## src/design/slbs_pkg.sv

```systemverilog
// ----------------------------------------------------------------------------
// slbs_pkg
// Shared types and constants for the status LED blink sequencer: item codes,
// register map, sequencer phase encodings and the configuration bundle.
// ----------------------------------------------------------------------------
package slbs_pkg;

    // configuration field widths (fixed by the register map)
    localparam int CFG_TIME_W  = 16;
    localparam int CFG_COUNT_W = 8;
    localparam int APB_DATA_W  = 32;
    localparam int APB_ADDR_W  = 5;
    localparam int REG_IDX_W   = 3;

    // item codes on the input channel
    typedef enum logic [1:0] {
        OP_TICK = 2'd0,
        OP_POLL = 2'd1,
        OP_TEST = 2'd2,
        OP_NONE = 2'd3
    } op_t;

    // register indexes
    typedef enum logic [REG_IDX_W-1:0] {
        REG_START_TIME    = 3'd0,
        REG_NORMAL_BLINKS = 3'd1,
        REG_NORMAL_ON     = 3'd2,
        REG_NORMAL_OFF    = 3'd3,
        REG_FAULT_BLINKS  = 3'd4,
        REG_FAULT_ON      = 3'd5,
        REG_FAULT_OFF     = 3'd6,
        REG_LONG_OFF      = 3'd7
    } reg_idx_t;

    // register reset values
    localparam logic [CFG_TIME_W-1:0]  RST_START_TIME    = 16'd50;
    localparam logic [CFG_COUNT_W-1:0] RST_NORMAL_BLINKS = 8'd1;
    localparam logic [CFG_TIME_W-1:0]  RST_NORMAL_ON     = 16'd0;
    localparam logic [CFG_TIME_W-1:0]  RST_NORMAL_OFF    = 16'd100;
    localparam logic [CFG_COUNT_W-1:0] RST_FAULT_BLINKS  = 8'd2;
    localparam logic [CFG_TIME_W-1:0]  RST_FAULT_ON      = 16'd100;
    localparam logic [CFG_TIME_W-1:0]  RST_FAULT_OFF     = 16'd100;
    localparam logic [CFG_TIME_W-1:0]  RST_LONG_OFF      = 16'd1000;

    // start-up sequence phases
    typedef enum logic [1:0] {
        SP_IDLE    = 2'd0,
        SP_START   = 2'd1,
        SP_WAIT    = 2'd2,
        SP_OPERATE = 2'd3
    } startup_t;

    // blink state machine phases
    typedef enum logic [2:0] {
        BP_IDLE      = 3'd0,
        BP_LED_ON    = 3'd1,
        BP_ON_WAIT   = 3'd2,
        BP_OFF_WAIT  = 3'd3,
        BP_LONG_WAIT = 3'd4
    } blink_t;

    // pattern set chosen by the last poll
    typedef enum logic [1:0] {
        MODE_INITIAL = 2'd0,
        MODE_NORMAL  = 2'd1,
        MODE_FAULT   = 2'd2
    } mode_t;

    // live configuration seen by the sequencer
    typedef struct packed {
        logic [CFG_TIME_W-1:0]  start_time_ms;
        logic [CFG_COUNT_W-1:0] normal_blinks;
        logic [CFG_TIME_W-1:0]  normal_on_ms;
        logic [CFG_TIME_W-1:0]  normal_off_ms;
        logic [CFG_COUNT_W-1:0] fault_blinks;
        logic [CFG_TIME_W-1:0]  fault_on_ms;
        logic [CFG_TIME_W-1:0]  fault_off_ms;
        logic [CFG_TIME_W-1:0]  long_off_ms;
    } cfg_t;

    // outputs of the sequencer after an item
    typedef struct packed {
        logic led_level;
        logic test_active;
    } status_t;

endpackage

```

## src/design/status_led_blink_sequencer.sv

```systemverilog
// ----------------------------------------------------------------------------
// status_led_blink_sequencer
// Status LED pattern generator: start-up flash, then normal or fault blink
// groups with a long off gap, plus a sticky test override.
// ----------------------------------------------------------------------------
//
//  channel   direction  handshake          payload
//  s_        in         s_valid / s_ready  s_op, s_fault_present, s_test_level
//  m_        out        m_valid / m_ready  m_led_level, m_test_active
//  apb       in         psel/penable/pready  paddr, pwdata, prdata
//
//  one transfer per cycle sustained while m_ready stays high; each item
//  goes from acceptance to result via the input and then the result register
//  the sequencer state is updated as the item moves into the result register,
//  so the next item in the input register already sees it
//  a stalled result register holds the input register, which then holds
//  s_ready low; no transfer is dropped or repeated
//  aresetn is synchronous and active low; no clearing pass is needed
//
module status_led_blink_sequencer #(
    parameter int TIME_BITS = 16
) (
    input  logic                             aclk,
    input  logic                             aresetn,

    // item channel
    input  logic                             s_valid,
    output logic                             s_ready,
    input  logic [1:0]                       s_op,
    input  logic                             s_fault_present,
    input  logic                             s_test_level,

    // result channel
    output logic                             m_valid,
    input  logic                             m_ready,
    output logic                             m_led_level,
    output logic                             m_test_active,

    // configuration port
    input  logic                             psel,
    input  logic                             penable,
    input  logic                             pwrite,
    input  logic [slbs_pkg::APB_ADDR_W-1:0]  paddr,
    input  logic [slbs_pkg::APB_DATA_W-1:0]  pwdata,
    output logic [slbs_pkg::APB_DATA_W-1:0]  prdata,
    output logic                             pready
);

    slbs_pkg::cfg_t    cfg;
    slbs_pkg::status_t status_next;

    // input register
    logic              in_valid_reg;
    slbs_pkg::op_t     op_reg;
    logic              fault_reg;
    logic              level_reg;

    // result register
    logic              out_valid_reg;
    slbs_pkg::status_t out_status_reg;

    logic              advance;

    // the input stage moves on whenever the result register is free or draining
    assign advance = in_valid_reg && (!out_valid_reg || m_ready);
    assign s_ready = !in_valid_reg || advance;

    always_ff @(posedge aclk) begin
        if (!aresetn) begin
            in_valid_reg <= 1'b0;
        end else if (s_ready) begin
            in_valid_reg <= s_valid;
        end
    end

    // payload needs no reset
    always_ff @(posedge aclk) begin
        if (s_ready && s_valid) begin
            op_reg    <= slbs_pkg::op_t'(s_op);
            fault_reg <= s_fault_present;
            level_reg <= s_test_level;
        end
    end

    always_ff @(posedge aclk) begin
        if (!aresetn) begin
            out_valid_reg <= 1'b0;
        end else if (advance) begin
            out_valid_reg <= 1'b1;
        end else if (m_ready) begin
            out_valid_reg <= 1'b0;
        end
    end

    always_ff @(posedge aclk) begin
        if (advance) begin
            out_status_reg <= status_next;
        end
    end

    assign m_valid       = out_valid_reg;
    assign m_led_level   = out_status_reg.led_level;
    assign m_test_active = out_status_reg.test_active;

    slbs_cfg_regs u_cfg_regs (
        .aclk    (aclk),
        .aresetn (aresetn),
        .psel    (psel),
        .penable (penable),
        .pwrite  (pwrite),
        .paddr   (paddr),
        .pwdata  (pwdata),
        .prdata  (prdata),
        .pready  (pready),
        .cfg     (cfg)
    );

    // state commits only on the cycle the item reaches the result register
    slbs_seq_core #(
        .TIME_BITS (TIME_BITS)
    ) u_seq_core (
        .aclk          (aclk),
        .aresetn       (aresetn),
        .fire          (advance),
        .op            (op_reg),
        .fault_present (fault_reg),
        .test_level    (level_reg),
        .cfg           (cfg),
        .status_next   (status_next)
    );

    // a held input item must not be lost while the result stalls
    a_hold_on_stall: assert property (@(posedge aclk) disable iff (!aresetn)
        (in_valid_reg && out_valid_reg && !m_ready) |=> (in_valid_reg && out_valid_reg))
        else $error("item lost while result stalled");

    // a result is only produced from a held input item
    a_result_source: assert property (@(posedge aclk) disable iff (!aresetn)
        (!in_valid_reg && !(out_valid_reg && !m_ready)) |=> !out_valid_reg)
        else $error("result appeared without an input item");

    // the test flag in the result never drops once shown
    a_result_test_sticky: assert property (@(posedge aclk) disable iff (!aresetn)
        (out_valid_reg && out_status_reg.test_active) |=>
            (!out_valid_reg || out_status_reg.test_active))
        else $error("test flag dropped in a later result");

endmodule

```

## src/design/slbs_cfg_regs.sv

```systemverilog
// ----------------------------------------------------------------------------
// slbs_cfg_regs
// APB register file holding the blink timing and count settings.
// ----------------------------------------------------------------------------
module slbs_cfg_regs (
    input  logic                             aclk,
    input  logic                             aresetn,
    input  logic                             psel,
    input  logic                             penable,
    input  logic                             pwrite,
    input  logic [slbs_pkg::APB_ADDR_W-1:0]  paddr,
    input  logic [slbs_pkg::APB_DATA_W-1:0]  pwdata,
    output logic [slbs_pkg::APB_DATA_W-1:0]  prdata,
    output logic                             pready,
    output slbs_pkg::cfg_t                   cfg
);

    slbs_pkg::cfg_t     cfg_reg;
    slbs_pkg::reg_idx_t idx;
    logic               wr_en;

    assign pready = 1'b1;
    assign idx    = slbs_pkg::reg_idx_t'(paddr[slbs_pkg::APB_ADDR_W-1:2]);
    assign wr_en  = psel && penable && pwrite;
    assign cfg    = cfg_reg;

    always_ff @(posedge aclk) begin
        if (!aresetn) begin
            cfg_reg.start_time_ms <= slbs_pkg::RST_START_TIME;
            cfg_reg.normal_blinks <= slbs_pkg::RST_NORMAL_BLINKS;
            cfg_reg.normal_on_ms  <= slbs_pkg::RST_NORMAL_ON;
            cfg_reg.normal_off_ms <= slbs_pkg::RST_NORMAL_OFF;
            cfg_reg.fault_blinks  <= slbs_pkg::RST_FAULT_BLINKS;
            cfg_reg.fault_on_ms   <= slbs_pkg::RST_FAULT_ON;
            cfg_reg.fault_off_ms  <= slbs_pkg::RST_FAULT_OFF;
            cfg_reg.long_off_ms   <= slbs_pkg::RST_LONG_OFF;
        end else if (wr_en) begin
            case (idx)
                slbs_pkg::REG_START_TIME: begin
                    cfg_reg.start_time_ms <= pwdata[slbs_pkg::CFG_TIME_W-1:0];
                end
                slbs_pkg::REG_NORMAL_BLINKS: begin
                    cfg_reg.normal_blinks <= pwdata[slbs_pkg::CFG_COUNT_W-1:0];
                end
                slbs_pkg::REG_NORMAL_ON: begin
                    cfg_reg.normal_on_ms <= pwdata[slbs_pkg::CFG_TIME_W-1:0];
                end
                slbs_pkg::REG_NORMAL_OFF: begin
                    cfg_reg.normal_off_ms <= pwdata[slbs_pkg::CFG_TIME_W-1:0];
                end
                slbs_pkg::REG_FAULT_BLINKS: begin
                    cfg_reg.fault_blinks <= pwdata[slbs_pkg::CFG_COUNT_W-1:0];
                end
                slbs_pkg::REG_FAULT_ON: begin
                    cfg_reg.fault_on_ms <= pwdata[slbs_pkg::CFG_TIME_W-1:0];
                end
                slbs_pkg::REG_FAULT_OFF: begin
                    cfg_reg.fault_off_ms <= pwdata[slbs_pkg::CFG_TIME_W-1:0];
                end
                slbs_pkg::REG_LONG_OFF: begin
                    cfg_reg.long_off_ms <= pwdata[slbs_pkg::CFG_TIME_W-1:0];
                end
                default: begin
                end
            endcase
        end
    end

    // read-back, zero extended
    always_comb begin
        case (idx)
            slbs_pkg::REG_START_TIME:    prdata = 32'(cfg_reg.start_time_ms);
            slbs_pkg::REG_NORMAL_BLINKS: prdata = 32'(cfg_reg.normal_blinks);
            slbs_pkg::REG_NORMAL_ON:     prdata = 32'(cfg_reg.normal_on_ms);
            slbs_pkg::REG_NORMAL_OFF:    prdata = 32'(cfg_reg.normal_off_ms);
            slbs_pkg::REG_FAULT_BLINKS:  prdata = 32'(cfg_reg.fault_blinks);
            slbs_pkg::REG_FAULT_ON:      prdata = 32'(cfg_reg.fault_on_ms);
            slbs_pkg::REG_FAULT_OFF:     prdata = 32'(cfg_reg.fault_off_ms);
            slbs_pkg::REG_LONG_OFF:      prdata = 32'(cfg_reg.long_off_ms);
            default:                     prdata = '0;
        endcase
    end

endmodule

```

## src/design/slbs_seq_core.sv

```systemverilog
// ----------------------------------------------------------------------------
// slbs_seq_core
// Sequencer state and its single-step update: one-shot timer, start-up
// flash, blink state machine and the sticky test override.
// ----------------------------------------------------------------------------
module slbs_seq_core #(
    parameter int TIME_BITS = 16
) (
    input  logic               aclk,
    input  logic               aresetn,
    input  logic               fire,
    input  slbs_pkg::op_t      op,
    input  logic               fault_present,
    input  logic               test_level,
    input  slbs_pkg::cfg_t     cfg,
    output slbs_pkg::status_t  status_next
);

    localparam logic [32:0] TIME_MAX = (33'd1 << TIME_BITS) - 33'd1;

    slbs_pkg::startup_t startup_reg, startup_next;
    slbs_pkg::blink_t   blink_reg, blink_next;
    slbs_pkg::mode_t    mode_reg, mode_next;
    logic [slbs_pkg::CFG_COUNT_W-1:0] blinks_done_reg, blinks_done_next;
    logic [TIME_BITS-1:0]             timer_count_reg, timer_count_next;
    logic timer_expired_reg, timer_expired_next;
    logic test_reg, test_next;
    logic led_reg, led_next;

    logic                             load_en;
    logic [slbs_pkg::CFG_TIME_W-1:0]  load_val;
    logic                             use_fault;
    logic [slbs_pkg::CFG_COUNT_W-1:0] blinks_sel;
    logic [slbs_pkg::CFG_TIME_W-1:0]  on_sel;
    logic [slbs_pkg::CFG_TIME_W-1:0]  off_sel;
    logic [slbs_pkg::CFG_COUNT_W-1:0] done_inc;

    always_ff @(posedge aclk) begin
        if (!aresetn) begin
            startup_reg       <= slbs_pkg::SP_IDLE;
            blink_reg         <= slbs_pkg::BP_IDLE;
            mode_reg          <= slbs_pkg::MODE_INITIAL;
            blinks_done_reg   <= '0;
            timer_count_reg   <= '0;
            timer_expired_reg <= 1'b0;
            test_reg          <= 1'b0;
            led_reg           <= 1'b0;
        end else if (fire) begin
            startup_reg       <= startup_next;
            blink_reg         <= blink_next;
            mode_reg          <= mode_next;
            blinks_done_reg   <= blinks_done_next;
            timer_count_reg   <= timer_count_next;
            timer_expired_reg <= timer_expired_next;
            test_reg          <= test_next;
            led_reg           <= led_next;
        end
    end

    // pattern set follows the fault flag of the current poll
    assign use_fault  = fault_present;
    assign blinks_sel = use_fault ? cfg.fault_blinks : cfg.normal_blinks;
    assign on_sel     = use_fault ? cfg.fault_on_ms  : cfg.normal_on_ms;
    assign off_sel    = use_fault ? cfg.fault_off_ms : cfg.normal_off_ms;
    assign done_inc   = blinks_done_reg + 8'd1;

    always_comb begin
        startup_next     = startup_reg;
        blink_next       = blink_reg;
        mode_next        = mode_reg;
        blinks_done_next = blinks_done_reg;
        test_next        = test_reg;
        led_next         = led_reg;
        load_en          = 1'b0;
        load_val         = '0;

        case (op)
            slbs_pkg::OP_POLL: begin
                if (!test_reg) begin
                    case (startup_reg)
                        slbs_pkg::SP_IDLE: begin
                            led_next     = 1'b1;
                            startup_next = slbs_pkg::SP_START;
                        end
                        slbs_pkg::SP_START: begin
                            led_next     = 1'b1;
                            load_en      = 1'b1;
                            load_val     = cfg.start_time_ms;
                            startup_next = slbs_pkg::SP_WAIT;
                        end
                        slbs_pkg::SP_WAIT: begin
                            if (timer_expired_reg) begin
                                led_next     = 1'b0;
                                startup_next = slbs_pkg::SP_OPERATE;
                            end
                        end
                        default: begin
                            mode_next = use_fault ? slbs_pkg::MODE_FAULT
                                                  : slbs_pkg::MODE_NORMAL;
                            case (blink_reg)
                                slbs_pkg::BP_IDLE: begin
                                    led_next         = 1'b0;
                                    blink_next       = slbs_pkg::BP_LED_ON;
                                    blinks_done_next = '0;
                                end
                                slbs_pkg::BP_LED_ON: begin
                                    if (on_sel != '0) begin
                                        led_next   = 1'b1;
                                        load_en    = 1'b1;
                                        load_val   = on_sel;
                                        blink_next = slbs_pkg::BP_ON_WAIT;
                                    end
                                end
                                slbs_pkg::BP_ON_WAIT: begin
                                    if (timer_expired_reg && off_sel != '0) begin
                                        led_next   = 1'b0;
                                        load_en    = 1'b1;
                                        load_val   = off_sel;
                                        blink_next = slbs_pkg::BP_OFF_WAIT;
                                    end
                                end
                                slbs_pkg::BP_OFF_WAIT: begin
                                    if (timer_expired_reg) begin
                                        blinks_done_next = done_inc;
                                        if (done_inc < blinks_sel) begin
                                            blink_next = slbs_pkg::BP_LED_ON;
                                        end else if (cfg.long_off_ms != '0) begin
                                            led_next   = 1'b0;
                                            load_en    = 1'b1;
                                            load_val   = cfg.long_off_ms;
                                            blink_next = slbs_pkg::BP_LONG_WAIT;
                                        end else begin
                                            blink_next = slbs_pkg::BP_IDLE;
                                        end
                                    end
                                end
                                slbs_pkg::BP_LONG_WAIT: begin
                                    if (timer_expired_reg) begin
                                        blink_next = slbs_pkg::BP_IDLE;
                                    end
                                end
                                default: begin
                                end
                            endcase
                        end
                    endcase
                end
            end
            slbs_pkg::OP_TEST: begin
                test_next = 1'b1;
                led_next  = test_level;
            end
            default: begin
            end
        endcase
    end

    // one-shot timer: ticks count down, loads saturate at the counter width
    always_comb begin
        timer_count_next   = timer_count_reg;
        timer_expired_next = timer_expired_reg;
        if (op == slbs_pkg::OP_TICK) begin
            if (timer_count_reg != '0) begin
                timer_count_next   = timer_count_reg - TIME_BITS'(1);
                timer_expired_next = (timer_count_reg == TIME_BITS'(1));
            end
        end else if (load_en) begin
            if (load_val == '0) begin
                timer_count_next   = '0;
                timer_expired_next = 1'b1;
            end else begin
                if (33'(load_val) > TIME_MAX) begin
                    timer_count_next = TIME_BITS'(TIME_MAX);
                end else begin
                    timer_count_next = TIME_BITS'(load_val);
                end
                timer_expired_next = 1'b0;
            end
        end
    end

    assign status_next.led_level   = led_next;
    assign status_next.test_active = test_next;

    // an expired timer always rests at zero
    a_expired_zero: assert property (@(posedge aclk) disable iff (!aresetn)
        timer_expired_reg |-> (timer_count_reg == '0))
        else $error("timer flagged expired with a non-zero count");

    // the test override never clears once taken
    a_test_sticky: assert property (@(posedge aclk) disable iff (!aresetn)
        test_reg |=> test_reg)
        else $error("test override released");

    // the blink machine only leaves idle once start-up is complete
    a_blink_operate: assert property (@(posedge aclk) disable iff (!aresetn)
        (blink_reg != slbs_pkg::BP_IDLE) |-> (startup_reg == slbs_pkg::SP_OPERATE))
        else $error("blink phase active before operation");

    // mode is only chosen in operation
    a_mode_operate: assert property (@(posedge aclk) disable iff (!aresetn)
        (mode_reg != slbs_pkg::MODE_INITIAL) |-> (startup_reg == slbs_pkg::SP_OPERATE))
        else $error("pattern set chosen before operation");

endmodule
```

## config.mk

```make
export PLATFORM = sky130hd
export DESIGN_NAME = status_led_blink_sequencer
export DESIGN_NICKNAME = d
export VERILOG_FILES = /design/src/design/slbs_pkg.sv /design/src/design/status_led_blink_sequencer.sv /design/src/design/slbs_cfg_regs.sv /design/src/design/slbs_seq_core.sv
export SDC_FILE = /design/constraint.sdc
export NUM_CORES = 1
export LEC_CHECK = 0
export BUFFER_PORTS_ARGS = -buffer_cell sky130_fd_sc_hd__buf_2
export CORE_UTILIZATION = 35
export CTS_CLUSTER_SIZE = 25
export DETAILED_ROUTE_END_ITERATION = 12
export GPL_TIMING_DRIVEN = 0
export MAX_ROUTING_LAYER = met4
export PLACE_DENSITY = 0.55
export REMOVE_ABC_BUFFERS = 1
export SLEW_MARGIN = 20
export SYNTH_ARGS = -nofsm -noshare
export SYNTH_HDL_FRONTEND = slang
export SYNTH_HIERARCHICAL = 1
export SYNTH_SLANG_ARGS = --single-unit
```

## constraint.sdc

```tcl
create_clock -name aclk -period 3.7 [get_ports aclk]
set_clock_uncertainty 0.2 [all_clocks]
set_input_delay 0.74 -clock aclk [delete_from_list [all_inputs] [get_ports aclk]]
set_output_delay 0.74 -clock aclk [all_outputs]
set_load 0.01 [all_outputs]
```

==> results.txt <==
* Run status: complete, but fails checks
- Failing checks: negative setup slack
- Count of unresolved DRC violations after routing: 0
- Power density over the cells: 377.6 mW/mm2
- Clock latency on the worst-skew pair, taken at its later pin, is 440 ps.
- The floorplan step set the die width to roughly 160 um.
* Gpl congestion: 0.8765
- The worst hold path belongs to the class register to register.
* Highest cell delay on the worst timing path: 520 ps
- Total core area: 0.02511 mm2
- The worst setup path is captured at a register.
- In this run, post-CTS hold repair placed 0 buffers.
- Data arrives at the worst endpoint at 3900 ps.
* Post-route minimum period: 3730 ps
- Area of the mapped netlist: 0.008931 mm2
- In this run the static leakage power is 3.798 nW.
- Yosys mapped a number of flops with a built-in enable equal to 6.
- Dominant register cell in the synthesized netlist: sky130_fd_sc_hd__dfxtp_1
- Summing all placed instances gives a cell area of just over 0.009 mm2.
- The die is 161.7 um tall.
- TritonRoute pass-1 iters: 5
- TritonCTS built the clock tree.
- The clock passes through at most 2 buffers.
- Kind of start point of the critical path: register
- Of the total synthesized cell area, the portion taken by XOR and XNOR cells is 0.005884.
- Number of standard-cell rows in the floorplan: 58
- Synthesis produced a netlist whose cell count is 1125.
* Global-route wire length before repair: 44420 um
- Across all setup checks in the final design, the least slack found is -30.45 ps.
- The post-synthesis compound-gate area fraction was 0.2468.
- TritonCTS created 17 clock buffers.
* Maximum fanout along the worst path: 13
* Basic-gate share of the synthesized area counting and, or, nand and nor cells: 0.2239
* Clock slew at the register clock pins of the worst setup and hold paths: ~70 ps
- After synthesis, the share of flip-flops with an asynchronous set or reset is 0.
* Final hold vios: 0
- For this design, the slowest cell found on the critical path is sky130_fd_sc_hd__edfxtp_1.
- Number of diodes: 0
- Leaving out filler cells and counting taps, the final layout contains 1471.
* Relative slew slack: 0.3088
- For this run, the total global-route usage over all layers was measured as 0.2261.
- The number of different library cells used by synthesis comes to 74.
* Worst supply voltage drop on vdd: 299.5 uV
- Final clock period utilization by the worst path: 1.008
* Max Cap Violations: 0
- Total instance count after detailed placement: between 1000 and 1500
- At the pin with the least slew margin, the transition time is 1037 ps.
* Fraction of layout instances using a drive strength above 1: 0.1507
- Count of routing violations after the opening detailed-route iteration: ~790
- For this run, the register share of the synthesized area comes to 0.3474.
* Initial antenna violation count: 0
- After synthesis the netlist holds a flip-flop and latch count of 152.
* Achievable Freq: between 200 and 300 MHz
* Residual overflow from global routing: 0
* Number of nets in the final layout: 1193
- Final number of max-transition violations: 0
- Most used standard cell by instance count after synthesis: sky130_fd_sc_hd__nand2_1
* Antenna-violating nets left: 0
- Multiplexer share of the synthesized area: 0.08672
- Entering global routing, the biggest net connects 91 pins.
- Top cells by area, synth: sky130_fd_sc_hd__dfxtp_1, sky130_fd_sc_hd__nand2_1, sky130_fd_sc_hd__a21boi_1
- Cell types with the highest counts after synthesis: sky130_fd_sc_hd__nand2_1, sky130_fd_sc_hd__dfxtp_1, sky130_fd_sc_hd__a21boi_1
- Final cell area excluding filler cells: 0.01026 mm2
* Root buffer selected by CTS: sky130_fd_sc_hd__clkbuf_16
- Worst Path Class, Setup: register to register
- Number of sinks driven by the clock tree: approximately 150
- After detailed routing, the total wire length is around 29000 um.
- Mean area per synthesized cell: 7.939 um2
- Number of flip-flops in the largest register: 112
* Main combinational cell family by area after synthesis: compound AO/OA/AOI/OAI gates
* Setup repair after global routing missed its margin: true
* Area share of fa/ha/maj cells after synthesis: 0.02382
- In this run the number of H-tree levels came out at 4.
- The floorplan step defined a die boundary enclosing 0.02616 mm2.
- Ordered list of cells on the worst path: buf_16 > mux2i_1 > ha_1 > o211ai_1 > a311oi_4 > or3_4 > a31o_4 > a2111oi_4 > nand4b_1 > or4_4 > a21oi_2
- Dominant cell type by area after synthesis: sky130_fd_sc_hd__dfxtp_1
- After detailed routing, the average wire length per cell comes to slightly below 20 um.
* Setup TNS: -30.45 ps
- Pin placement for this block handled 85 I/O pins.
- The number of global-route vias before repair was between 7000 and 8000.
- Number of vias after detailed routing: 8481
- Setup violations remaining at the end of the flow were counted as 1.
- At the worst endpoint, the required time is 3870 ps.
- Synthesis-to-layout area growth: 14.89%
- Proportion of netlist area held by the largest area contributor: 0.3273
- After detailed routing, the number of vias per cell comes to 5.765.
* Effective utilization at floorplan: 0.3557
* Synthesis Warnings: 6
* HPWL after DPL: approximately 20000 um
- Port Buffers: 49
repair_timing:
| item | in CTS | in global routing |
|---|---|---|
| cloned | 1 | 0 |
| buffers inserted | 12 | 5 |
| pin swaps | 17 | 11 |
| endpoints found under the setup margin | 28 | 14 |
| gates resized for setup | 32 | 21 |
per-stage QoR:
stage          hold WS [ps]  utilization  total power [mW]  setup WS, ps
6_report              277.3       0.4087             3.874        -30.45
5_1_grt               271.7       0.4087             3.993        -98.94
4_1_cts               274.4       0.4027             3.889         1.026
3_5_place_dp          272.3       0.3689             2.087        -741.9
3_3_place_gp          256.4       0.3642             2.079         -2757
2_1_floorplan         244.9            -             1.923        -999.7
routing by layer:
layer,global-route usage,vias up,wire (um)
met4,0.08362,0,860
met5,-,-,0
li1,-,4015,-
met1,0.3019,4118,13220
met3,0.02886,56,1502
met2,0.3487,292,13520
layout make-up:
| type | count | area [um2] |
|---|---|---|
| multi-input cells | 866 | 5577 |
| well taps | 330 | 412.9 |
| inverters | 20 | 75.07 |
| clock inverters | 14 | 153.9 |
| repair buffers | 71 | 494.2 |
| fillers | 2577 | 14850 |
| flip-flops and latches | 152 | 3109 |
| clock buffers | 18 | 439.2 |
critical path, delay by kind of cell (launching register included):
family / cells / cell delay (ps)
AOI/OAI and AO/OA: 5 / 1070
muxes: 1 / 280
DFF: 1 / 520
and+or+nand+nor: 3 / 1070
adders and majority gates: 1 / 280
buffers and inverters: 1 / 200
path summary, 6_finish.rpt:
path	depth (start not counted)	slack [ps]	to	from
worst min-delay path	2	280	u_cfg_regs/cfg[103]	u_cfg_regs/cfg[103]
worst max register to register	11	-30	u_seq_core/timer_expired_reg	fault_reg
worst min register to register	2	280	u_cfg_regs/cfg[103]	u_cfg_regs/cfg[103]
worst max-delay path	11	-30	u_seq_core/timer_expired_reg	fault_reg
where the power goes:
part / switching, mW / leakage, nW / internal, mW
clock network: 0.824 / 0.295 / 0.980
registers: 0.0250 / 1.24 / 1.67
logic: 0.238 / 2.26 / 0.140
total: 1.09 / 3.80 / 2.79
cell usage in the layout (no fill, tap or decap), drive strengths merged, types with 8 or more instances in the layout:
cell type | Yosys | layout
a21boi | 87 | 87
a21oi | 61 | 61
a221oi | 16 | 16
a22o | 12 | 12
a22oi | 10 | 10
and3 | 9 | 9
buf | 56 | 69
clkbuf | 46 | 19
conb | 2 | 17
dfxtp | 146 | 146
ha | 17 | 17
inv | 20 | 30
mux2 | 12 | 12
mux2i | 59 | 59
nand2 | 228 | 228
nand3 | 30 | 30
nand4 | 10 | 10
nor2 | 64 | 64
nor2b | 14 | 14
nor3 | 21 | 21
nor4 | 18 | 18
o21ai | 61 | 61
or2 | 8 | 8
or3 | 8 | 8
cells by family after synthesis:
family,count (synthesis)
adder cells (fa/ha/maj),17
other,2
AO/OA/AOI/OAI,318
AND/OR/NAND/NOR,435
multiplexers,73
XOR/XNOR,6
buffers and inverters,122
flip-flops,152
(Power assumes the default switching activity.)
